File: src/design/chu_pkg.sv
`timescale 1ns / 1ps
`default_nettype none

package chu_pkg;

   localparam int SAMPLE_W = 16;
   localparam int DIFF_W   = 17;
   localparam int CSR_W    = 3;
   localparam int SEEN_W   = 2;

   localparam logic [CSR_W-1:0]  CSR_RESET = 3'd1;
   localparam logic [SEEN_W-1:0] SEEN_NONE = 2'd0;
   localparam logic [SEEN_W-1:0] SEEN_ONE  = 2'd1;
   localparam logic [SEEN_W-1:0] SEEN_TWO  = 2'd2;
   localparam logic [SEEN_W-1:0] SEEN_MAX  = 2'd3;

   localparam int SAT_HI = 32767;
   localparam int SAT_LO = -32768;

   // which interval of the current sample is being emitted
   typedef enum logic [1:0] {
      SEL_MAIN = 2'd0,
      SEL_TAIL = 2'd1,
      SEL_END  = 2'd2
   } sel_type;

   typedef struct packed {
      logic    capture;
      logic    issue;
      sel_type sel;
      logic    use_d0;
      logic    mark_last;
      logic    shift;
      logic    clear;
   } dp_cmd_type;

endpackage

`default_nettype wire

File: src/design/cubic_hermite_upsampler.sv
`timescale 1ns / 1ps
`default_nettype none
// each result passes through stage registers 0 to 4 and then the output register
// per sample, R = 0..3 intervals of 2^L phases are emitted, none for some samples; a new
// sample is taken only when the controller is idle again; the 6-stage datapath stalls as a whole
// when the output beat is held, and the controller issues one phase per cycle while the datapath advances
// reset: synchronous, clears sample history and state; upsample_log2 returns to 1

module cubic_hermite_upsampler #(
   parameter int MAX_UPSAMPLE_LOG2 = 4
) (
   input  wire logic                                 clock,
   input  wire logic                                 reset,
   input  wire logic                                 req_valid,
   output logic                                      req_stall,
   input  wire logic signed [chu_pkg::SAMPLE_W-1:0]  req_sample_in,
   input  wire logic                                 req_last_in,
   output logic                                      rsp_valid,
   input  wire logic                                 rsp_stall,
   output logic signed [chu_pkg::SAMPLE_W-1:0]       rsp_sample_out,
   output logic                                      rsp_last_out,
   input  wire logic                                 csr_wr_en,
   input  wire logic [chu_pkg::CSR_W-1:0]            csr_wr_data
);

   chu_pkg::dp_cmd_type             cmd;
   logic [MAX_UPSAMPLE_LOG2-1:0]    phase;
   logic                            adv;

   chu_ctrl #(
      .MAX_UPSAMPLE_LOG2(MAX_UPSAMPLE_LOG2)
   ) u_ctrl (
      .clock       (clock),
      .reset       (reset),
      .req_valid   (req_valid),
      .req_stall   (req_stall),
      .req_last_in (req_last_in),
      .csr_wr_en   (csr_wr_en),
      .csr_wr_data (csr_wr_data),
      .adv         (adv),
      .cmd         (cmd),
      .phase       (phase)
   );

   chu_datapath #(
      .MAX_UPSAMPLE_LOG2(MAX_UPSAMPLE_LOG2)
   ) u_datapath (
      .clock          (clock),
      .reset          (reset),
      .cmd            (cmd),
      .phase          (phase),
      .req_sample_in  (req_sample_in),
      .adv            (adv),
      .rsp_valid      (rsp_valid),
      .rsp_stall      (rsp_stall),
      .rsp_sample_out (rsp_sample_out),
      .rsp_last_out   (rsp_last_out)
   );

`ifndef SYNTH
   a_issue_needs_adv: assert property (@(posedge clock) disable iff (reset)
      cmd.issue |-> adv)
      else $error("phase issued while datapath is held");

   a_accept_no_issue: assert property (@(posedge clock) disable iff (reset)
      (req_valid && !req_stall) |-> (!cmd.issue && !cmd.shift && !cmd.clear))
      else $error("beat taken while an interval is in progress");

   a_last_clears: assert property (@(posedge clock) disable iff (reset)
      cmd.mark_last |-> (cmd.clear && cmd.issue && !cmd.shift))
      else $error("final beat not paired with history clear");

   a_stall_after_accept: assert property (@(posedge clock) disable iff (reset)
      (req_valid && !req_stall) |=> req_stall)
      else $error("controller ready again right after a beat");
`endif

endmodule

`default_nettype wire

File: src/design/chu_ctrl.sv
`timescale 1ns / 1ps
`default_nettype none

module chu_ctrl #(
   parameter int MAX_UPSAMPLE_LOG2 = 4
) (
   input  wire logic                       clock,
   input  wire logic                       reset,
   input  wire logic                       req_valid,
   output logic                            req_stall,
   input  wire logic                       req_last_in,
   input  wire logic                       csr_wr_en,
   input  wire logic [chu_pkg::CSR_W-1:0]  csr_wr_data,
   input  wire logic                       adv,
   output chu_pkg::dp_cmd_type             cmd,
   output logic [MAX_UPSAMPLE_LOG2-1:0]    phase
);

   localparam int F = MAX_UPSAMPLE_LOG2;
   localparam logic [chu_pkg::CSR_W-1:0] FMAX = chu_pkg::CSR_W'(F);

   typedef enum logic [4:0] {
      ST_IDLE = 5'b00001,
      ST_MAIN = 5'b00010,
      ST_TAIL = 5'b00100,
      ST_END  = 5'b01000,
      ST_SKIP = 5'b10000
   } state_type;

   state_type                        state_ff, state_in;
   logic [chu_pkg::CSR_W-1:0]        csr_ff, csr_in;
   logic [chu_pkg::SEEN_W-1:0]       seen_ff, seen_in;
   logic                             last_ff, last_in;
   logic [F-1:0]                     u_ff, u_in;

   logic [chu_pkg::CSR_W-1:0]        l_eff;
   logic [chu_pkg::CSR_W-1:0]        shamt;
   logic [F:0]                       step;
   logic [F:0]                       u_next;
   logic                             fin;
   logic                             accept;
   logic [chu_pkg::SEEN_W-1:0]       seen_inc;

   assign l_eff    = (csr_ff > FMAX) ? FMAX : csr_ff;
   assign shamt    = FMAX - l_eff;
   assign step     = (F+1)'(1) << shamt;
   assign u_next   = {1'b0, u_ff} + step;
   assign fin      = u_next[F];
   assign req_stall = (state_ff != ST_IDLE);
   assign accept   = req_valid && (state_ff == ST_IDLE);
   assign phase    = u_ff;
   assign seen_inc = (seen_ff == chu_pkg::SEEN_MAX) ? chu_pkg::SEEN_MAX
                                                     : seen_ff + chu_pkg::SEEN_W'(1);

   always_comb begin
      state_in = state_ff;
      csr_in   = csr_wr_en ? csr_wr_data : csr_ff;
      seen_in  = seen_ff;
      last_in  = last_ff;
      u_in     = u_ff;
      cmd      = '0;
      cmd.sel  = chu_pkg::SEL_MAIN;
      case (state_ff)
         ST_IDLE: begin
            cmd.capture = accept;
            if (accept) begin
               last_in = req_last_in;
               u_in    = '0;
               if (seen_ff >= chu_pkg::SEEN_TWO) begin
                  state_in = ST_MAIN;
               end else if (req_last_in) begin
                  state_in = (seen_ff == chu_pkg::SEEN_ONE) ? ST_TAIL : ST_END;
               end else begin
                  state_in = ST_SKIP;
               end
            end
         end
         ST_MAIN: begin
            cmd.issue  = adv;
            cmd.sel    = chu_pkg::SEL_MAIN;
            cmd.use_d0 = (seen_ff == chu_pkg::SEEN_MAX);
            if (adv) begin
               u_in = u_next[F-1:0];
               if (fin) begin
                  u_in = '0;
                  if (last_ff) begin
                     state_in = ST_TAIL;
                  end else begin
                     cmd.shift = 1'b1;
                     seen_in   = seen_inc;
                     state_in  = ST_IDLE;
                  end
               end
            end
         end
         ST_TAIL: begin
            cmd.issue  = adv;
            cmd.sel    = chu_pkg::SEL_TAIL;
            cmd.use_d0 = (seen_ff >= chu_pkg::SEEN_TWO);
            if (adv) begin
               u_in = u_next[F-1:0];
               if (fin) begin
                  u_in     = '0;
                  state_in = ST_END;
               end
            end
         end
         ST_END: begin
            cmd.issue = adv;
            cmd.sel   = chu_pkg::SEL_END;
            if (adv) begin
               u_in = u_next[F-1:0];
               if (fin) begin
                  u_in          = '0;
                  cmd.mark_last = 1'b1;
                  cmd.clear     = 1'b1;
                  seen_in       = chu_pkg::SEEN_NONE;
                  state_in      = ST_IDLE;
               end
            end
         end
         ST_SKIP: begin
            cmd.shift = 1'b1;
            seen_in   = seen_inc;
            state_in  = ST_IDLE;
         end
         default: begin
            state_in = ST_IDLE;
         end
      endcase
   end

   always_ff @(posedge clock) begin
      if (reset) begin
         state_ff <= ST_IDLE;
         csr_ff   <= chu_pkg::CSR_RESET;
         seen_ff  <= chu_pkg::SEEN_NONE;
         last_ff  <= 1'b0;
         u_ff     <= '0;
      end else begin
         state_ff <= state_in;
         csr_ff   <= csr_in;
         seen_ff  <= seen_in;
         last_ff  <= last_in;
         u_ff     <= u_in;
      end
   end

endmodule

`default_nettype wire

File: src/design/chu_datapath.sv
`timescale 1ns / 1ps
`default_nettype none

module chu_datapath #(
   parameter int MAX_UPSAMPLE_LOG2 = 4
) (
   input  wire logic                                 clock,
   input  wire logic                                 reset,
   input  wire chu_pkg::dp_cmd_type                  cmd,
   input  wire logic [MAX_UPSAMPLE_LOG2-1:0]         phase,
   input  wire logic signed [chu_pkg::SAMPLE_W-1:0]  req_sample_in,
   output logic                                      adv,
   output logic                                      rsp_valid,
   input  wire logic                                 rsp_stall,
   output logic signed [chu_pkg::SAMPLE_W-1:0]       rsp_sample_out,
   output logic                                      rsp_last_out
);

   localparam int F   = MAX_UPSAMPLE_LOG2;
   localparam int SW  = chu_pkg::SAMPLE_W;
   localparam int DW  = chu_pkg::DIFF_W;
   localparam int U2W = 2 * F;
   localparam int U3W = 3 * F;
   localparam int WW  = 3 * F + 2;
   localparam int PW  = WW + DW;
   localparam int TW  = PW + 2;
   localparam int RSH = 3 * F + 1;
   localparam logic signed [WW-1:0] CUBE = WW'(1) <<< (3 * F);
   localparam logic signed [TW-1:0] BIAS = TW'(1) <<< (3 * F);
   localparam logic signed [TW-1:0] HI   = TW'(chu_pkg::SAT_HI);
   localparam logic signed [TW-1:0] LO   = TW'(chu_pkg::SAT_LO);

   // sample history
   logic signed [SW-1:0] x_ff, x_in;
   logic signed [SW-1:0] prev_one_ff, prev_one_in;
   logic signed [SW-1:0] prev_two_ff, prev_two_in;
   logic signed [SW-1:0] prev_three_ff, prev_three_in;

   // operand select
   logic signed [SW-1:0] p0_in, p1_in;
   logic signed [DW-1:0] d0_in, d1_in;

   // stage 0
   logic                 v0_ff, l0_ff;
   logic [F-1:0]         u0_ff;
   logic signed [SW-1:0] p0_0_ff, p1_0_ff;
   logic signed [DW-1:0] d0_0_ff, d1_0_ff;
   // stage 1
   logic                 v1_ff, l1_ff;
   logic [F-1:0]         u1_ff;
   logic [U2W-1:0]       u2_ff, u2_in;
   logic signed [SW-1:0] p0_1_ff, p1_1_ff;
   logic signed [DW-1:0] d0_1_ff, d1_1_ff;
   // stage 2
   logic                 v2_ff, l2_ff;
   logic signed [WW-1:0] h00_ff, h10_ff, h01_ff, h11_ff;
   logic signed [WW-1:0] h00_in, h10_in, h01_in, h11_in;
   logic signed [SW-1:0] p0_2_ff, p1_2_ff;
   logic signed [DW-1:0] d0_2_ff, d1_2_ff;
   // stage 3
   logic                 v3_ff, l3_ff;
   logic signed [PW-1:0] pa_ff, pb_ff, pc_ff, pd_ff;
   logic signed [PW-1:0] pa_in, pb_in, pc_in, pd_in;
   // stage 4
   logic                 v4_ff, l4_ff;
   logic signed [TW-1:0] sa_ff, sb_ff, sa_in, sb_in;
   // output
   logic                 rsp_valid_ff, rsp_last_ff;
   logic signed [SW-1:0] rsp_sample_ff, rsp_sample_in;

   logic [U3W-1:0]       u3;
   logic signed [WW-1:0] t3, t2s, t1s;
   logic signed [TW-1:0] tot, rs;

   assign adv            = !rsp_valid_ff || !rsp_stall;
   assign rsp_valid      = rsp_valid_ff;
   assign rsp_sample_out = rsp_sample_ff;
   assign rsp_last_out   = rsp_last_ff;

   always_comb begin
      x_in          = cmd.capture ? req_sample_in : x_ff;
      prev_one_in   = prev_one_ff;
      prev_two_in   = prev_two_ff;
      prev_three_in = prev_three_ff;
      if (cmd.clear) begin
         prev_one_in   = '0;
         prev_two_in   = '0;
         prev_three_in = '0;
      end else if (cmd.shift) begin
         prev_one_in   = x_ff;
         prev_two_in   = prev_one_ff;
         prev_three_in = prev_two_ff;
      end
   end

   always_comb begin
      p0_in = '0;
      p1_in = '0;
      d0_in = '0;
      d1_in = '0;
      case (cmd.sel)
         chu_pkg::SEL_MAIN: begin
            p0_in = prev_two_ff;
            p1_in = prev_one_ff;
            d0_in = cmd.use_d0 ? DW'(prev_one_ff) - DW'(prev_three_ff) : '0;
            d1_in = DW'(x_ff) - DW'(prev_two_ff);
         end
         chu_pkg::SEL_TAIL: begin
            p0_in = prev_one_ff;
            p1_in = x_ff;
            d0_in = cmd.use_d0 ? DW'(x_ff) - DW'(prev_two_ff) : '0;
         end
         chu_pkg::SEL_END: begin
            p0_in = x_ff;
         end
         default: begin
            p0_in = '0;
         end
      endcase
   end

   // hermite weights scaled by 2^(3F)
   always_comb begin
      u2_in  = U2W'(u0_ff) * U2W'(u0_ff);
      u3     = U3W'(u2_ff) * U3W'(u1_ff);
      t3     = $signed(WW'(u3));
      t2s    = $signed(WW'({u2_ff, {F{1'b0}}}));
      t1s    = $signed(WW'({u1_ff, {U2W{1'b0}}}));
      h00_in = (t3 <<< 1) - (t2s <<< 1) - t2s + CUBE;
      h10_in = t3 - (t2s <<< 1) + t1s;
      h01_in = (t2s <<< 1) + t2s - (t3 <<< 1);
      h11_in = t3 - t2s;
   end

   always_comb begin
      pa_in = (PW'(h00_ff) * PW'(p0_2_ff)) <<< 1;
      pb_in = PW'(h10_ff) * PW'(d0_2_ff);
      pc_in = (PW'(h01_ff) * PW'(p1_2_ff)) <<< 1;
      pd_in = PW'(h11_ff) * PW'(d1_2_ff);
      sa_in = TW'(pa_ff) + TW'(pb_ff) + BIAS;
      sb_in = TW'(pc_ff) + TW'(pd_ff);
      tot   = sa_ff + sb_ff;
      rs    = tot >>> RSH;
      if (rs > HI) begin
         rsp_sample_in = SW'(HI);
      end else if (rs < LO) begin
         rsp_sample_in = SW'(LO);
      end else begin
         rsp_sample_in = rs[SW-1:0];
      end
   end

   always_ff @(posedge clock) begin
      if (reset) begin
         x_ff          <= '0;
         prev_one_ff   <= '0;
         prev_two_ff   <= '0;
         prev_three_ff <= '0;
      end else begin
         x_ff          <= x_in;
         prev_one_ff   <= prev_one_in;
         prev_two_ff   <= prev_two_in;
         prev_three_ff <= prev_three_in;
      end
   end

   always_ff @(posedge clock) begin
      if (reset) begin
         v0_ff        <= 1'b0;
         v1_ff        <= 1'b0;
         v2_ff        <= 1'b0;
         v3_ff        <= 1'b0;
         v4_ff        <= 1'b0;
         rsp_valid_ff <= 1'b0;
      end else if (adv) begin
         v0_ff        <= cmd.issue;
         v1_ff        <= v0_ff;
         v2_ff        <= v1_ff;
         v3_ff        <= v2_ff;
         v4_ff        <= v3_ff;
         rsp_valid_ff <= v4_ff;
      end
   end

   always_ff @(posedge clock) begin
      if (adv) begin
         l0_ff         <= cmd.mark_last;
         u0_ff         <= phase;
         p0_0_ff       <= p0_in;
         p1_0_ff       <= p1_in;
         d0_0_ff       <= d0_in;
         d1_0_ff       <= d1_in;
         l1_ff         <= l0_ff;
         u1_ff         <= u0_ff;
         u2_ff         <= u2_in;
         p0_1_ff       <= p0_0_ff;
         p1_1_ff       <= p1_0_ff;
         d0_1_ff       <= d0_0_ff;
         d1_1_ff       <= d1_0_ff;
         l2_ff         <= l1_ff;
         h00_ff        <= h00_in;
         h10_ff        <= h10_in;
         h01_ff        <= h01_in;
         h11_ff        <= h11_in;
         p0_2_ff       <= p0_1_ff;
         p1_2_ff       <= p1_1_ff;
         d0_2_ff       <= d0_1_ff;
         d1_2_ff       <= d1_1_ff;
         l3_ff         <= l2_ff;
         pa_ff         <= pa_in;
         pb_ff         <= pb_in;
         pc_ff         <= pc_in;
         pd_ff         <= pd_in;
         l4_ff         <= l3_ff;
         sa_ff         <= sa_in;
         sb_ff         <= sb_in;
         rsp_last_ff   <= l4_ff;
         rsp_sample_ff <= rsp_sample_in;
      end
   end

endmodule

`default_nettype wire

File: config.mk
export PLATFORM = sky130hd
export DESIGN_NAME = cubic_hermite_upsampler
export DESIGN_NICKNAME = d
export VERILOG_FILES = /design/src/design/chu_pkg.sv /design/src/design/cubic_hermite_upsampler.sv /design/src/design/chu_ctrl.sv /design/src/design/chu_datapath.sv
export SDC_FILE = /design/constraint.sdc
export NUM_CORES = 2
export LEC_CHECK = 0
export ABC_AREA = 1
export BUFFER_PORTS_ARGS = -buffer_cell sky130_fd_sc_hd__buf_2
export CAP_MARGIN = 20
export CORE_AREA = 2 2 508 308
export DETAILED_ROUTE_END_ITERATION = 10
export DIE_AREA = 0 0 510 310
export PLACE_DENSITY_LB_ADDON = 0.1
export SYNTH_ARGS = -nofsm -noshare
export SYNTH_HDL_FRONTEND = slang
export SYNTH_HIERARCHICAL = 1
export SYNTH_SLANG_ARGS = --single-unit
File: constraint.sdc
create_clock -name clock -period 16.4 [get_ports clock]
set_input_delay 1.64 -clock clock [delete_from_list [all_inputs] [get_ports clock]]
set_output_delay 1.64 -clock clock [all_outputs]
set_load 0.02 [all_outputs]
==> impl_metrics.py <==
metrics = {
    "synth": {
        "synth_fp_nets": 8251,
        "synth_flop_cell": "edfxtp_1",
        "synth_warnings": 6,
        "postSynthCellCount": 6852,
        "ys_async_sr_fraction_pct": 0,
        "synth_cell_types": 55,
        "syn_avg_cell_area_um2": 8.906,
        "syn-cell-area_mm2": 0.06102,
        "synth_seq_cells": 548,
        "synth_edf_count": 463,
        "ys_seq_area_share_pct": 25.57,
    },
    "timing": {
        "tns_ns": 0,
        "slew_headroom_pct": 27.39,
        "slew_violations": 0,
        "fin_skew_ns": 0.08177,
        "worstMarginPinSlew_ns": 1.089,
        "rsz0062_at_grt": "false",
        "setup_viol": 0,
        "fin_crit_ns": 6.680,
        "hold_viol": 0,
        "fin_crit_sh_pct": 40.73,
        "fmax_ghz": 0.1497,
        "hold_ws_ns": 0.4023,
    },
    "critical_path": {
        "r2r_end": "u_datapath/pb_ff[30]",
        "r2r_cells": 18,
        "crit_path_end_kind": "register",
        "cp.required_ns": 16.77,
        "r2r-start": "u_datapath/h11_ff[2]",
        "critPathMaxFanout": 50,
        "crit_path_start_kind": "register",
        "critPathKind": "register to register",
        "rrSetupSlack_ns": 9.72,
        "crit_arrival_ns": 7.05,
    },
    "clock_network": {
        "postCtsSetupBuffers": 0,
        "numCtsBuffers": 58,
        "hold_buffers": 0,
        "cts_tree": "yes",
        "clk_latency_ns": 0.71,
        "cts_root_buf": "clkbuf_16",
        "cts_buffer_depth": 3,
        "post_cts_resized": 0,
        "cts.sinks": 548,
        "clk_pin_slew_worst_paths_ns": 0.07,
        "cts-htree-levels": 2,
    },
    "routing": {
        "ant_nets": 0,
        "drc": 0,
        "firstDrtPassIters": 5,
        "drt_iter0_drc": 3663,
        "wl_per_cell_um": 19.22,
        "avgViaCountPerCell": 4.895,
        "wirelength_mm": 170.5,
        "vias": 43429,
    },
    "final_layout": {
        "area_delta_synth_final_pct": 6.877,
        "final_core_util_pct": 42.35,
        "nets": 8170,
        "stdcell_area_mm2": 0.06522,
        "drive_gt1_share_pct": 3.636,
        "fillers": 15263,
    },
    "floorplanning": {
        "ioPinCount": 44,
        "rows": 112,
        "die_area_mm2": 0.1581,
        "core_mm2": 0.1540,
        "initial_core_util_pct": 39.62,
        "dieWidth_um": 510,
        "chipHeight_um": 310,
    },
    "global_route": {
        "grt_pass1_vias": 43958,
        "grt_pass1_wl_mm": 267.1,
        "grt_overflow": 0,
        "grt_max_degree": 142,
        "grtUsageTotal_pct": 22.09,
        "antenna_found_initial": 9,
    },
    "run_status": {
        "outcome": "completed",
    },
    "hold_path": {
        "hold_path.class": "register to register",
        "hold_depth": 0,
        "hold_start": "u_datapath/d0_1_ff[11]",
        "hold_end": "u_datapath/d0_2_ff[11]",
    },
    "place": {
        "gp_congestion": 0.9044,
        "placed_area_mm2": 0.06320,
        "dp_hpwl_mm": 139.9,
        "port_buffers": 43,
    },
    "job": {
        "drv_cap": 0,
    },
}
## registers in the layout, summed over array words and instances (netlist names), 17 cells and up
| register | flops |
|---|---|
| u_datapath/pc_ff | 29 |
| u_datapath/d0_2_ff | 17 |
| u_datapath/sb_ff | 32 |
| u_datapath/pb_ff | 31 |
| u_datapath/sa_ff | 33 |
| u_datapath/pd_ff | 30 |
| u_datapath/d0_0_ff | 17 |
| u_datapath/pa_ff | 29 |
| u_datapath/d1_2_ff | 17 |
| u_datapath/d1_0_ff | 17 |
| u_datapath/d0_1_ff | 17 |
| u_datapath/d1_1_ff | 17 |
## per-stage QoR
stage | instances | worst slack, ns
finish | 8873 | 9.720
global route | 8872 | 9.268
CTS | 8872 | 9.694
detailed placement | 8763 | 9.797
global placement | 8763 | 9.842
floorplan | 6852 | 1.365
## worst max path at each step
stage | startpoint | endpoint | slack, ns | cells past startpoint
after floorplan | rsp_stall | u_datapath/prev_one_ff[10] | 1.36 | 7
after global placement | u_datapath/h00_ff[1] | u_datapath/pb_ff[30] | 9.84 | 20
after detailed placement | u_datapath/h00_ff[1] | u_datapath/pb_ff[30] | 9.80 | 20
after CTS | u_datapath/h11_ff[2] | u_datapath/pb_ff[30] | 9.69 | 18
after global routing | u_datapath/h11_ff[2] | u_datapath/pb_ff[30] | 9.27 | 18
final | u_datapath/h11_ff[2] | u_datapath/pb_ff[30] | 9.72 | 18
## layer usage
layer / track usage, % / vias to the layer above / wire [um]
li1: - / 20786 / -
met1: 37.77 / 21335 / 94170
met2: 28.69 / 1210 / 62330
met3: 3.983 / 98 / 12470
met4: 2.443 / 0 / 1563
met5: 0 / - / 0
## cell usage after synthesis, types with 9 or more instances
master       n  share of area, %
inv_1     1684                10
nand2_1   1488               9.2
fa_1       852                28
ha_1       522                11
edfxtp_1   463                23
nor2_1     309               1.9
a21oi_1    295               2.4
clkbuf_1   174               1.1
o21ai_0    164               1.3
xor2_1     156               2.2
nand3_1    141               1.2
xnor2_1     95               1.4
dfxtp_1     85               2.8
a211oi_1    52              0.64
nor3_1      39              0.32
nand4_1     36              0.37
or2_2       34              0.35
a21o_1      31              0.38
buf_1       27              0.17
o21bai_1    23              0.28
o221ai_1    19              0.27
o22ai_1     18              0.18
a31oi_1     15              0.15
nand2_2     13              0.13
nor2_2      10              0.10
nor4_1      10              0.10
a21boi_0     9              0.11
o211ai_1     9              0.11
## cell families (layout without fill, tap and decap cells)
family | after synthesis | in the layout | synth area share, %
fa+ha+maj | 1374 | 1374 | 38.65
simple gates | 2110 | 2110 | 14.03
xor+xnor | 251 | 251 | 3.602
buf+inv | 1893 | 1861 | 11.70
compound gates | 676 | 676 | 6.440
flops | 548 | 548 | 25.57
other cells | 0 | 1 | 0
## cells in the final DEF (no fill, tap or decap), types with 31 or more instances in the layout
master	netlist	layout
fa_1	852	852
edfxtp_1	463	463
nand3_1	141	141
a21oi_1	295	295
dfxtp_1	85	85
nor3_1	39	39
a211oi_1	52	52
nand2_1	1488	1487
nor2_1	309	309
buf_2	1	43
ha_1	522	522
o21ai_0	164	164
clkbuf_16	0	58
xnor2_1	95	95
a21o_1	31	31
inv_1	1684	1684
xor2_1	156	156
nand4_1	36	36
or2_2	34	34
## critical path, cell delays in order (launching register included)
cell	delay, ns
edfxtp_1	0.34
buf_4	0.57
nand2_1	0.28
fa_1	0.57
fa_1	0.75
inv_1	0.15
fa_1	0.48
fa_1	0.50
fa_1	0.49
inv_1	0.05
fa_1	0.50
inv_1	0.04
ha_1	0.38
nand2_1	0.15
nor4_1	0.47
nand4_1	0.15
nand3_1	0.17
a21oi_1	0.10
xor2_1	0.15
## area by class of cell
| type | instances | area, um^2 | share of cell area, % |
|---|---|---|---|
| multi-input cells | 4411 | 38300 | 58.73 |
| diodes | 1 | 2.502 | 0.003837 |
| inverters | 1688 | 6336 | 9.715 |
| clock inverters | 43 | 500.5 | 0.7674 |
| clock buffers | 66 | 1521 | 2.333 |
| well taps | 2052 | 2567 | 3.937 |
| repair buffers | 64 | 385.4 | 0.5909 |
| flip-flops and latches | 548 | 15610 | 23.93 |
Power is not shown: default switching activity piles up to over one toggle a cycle in this logic, so the estimate is an artifact.
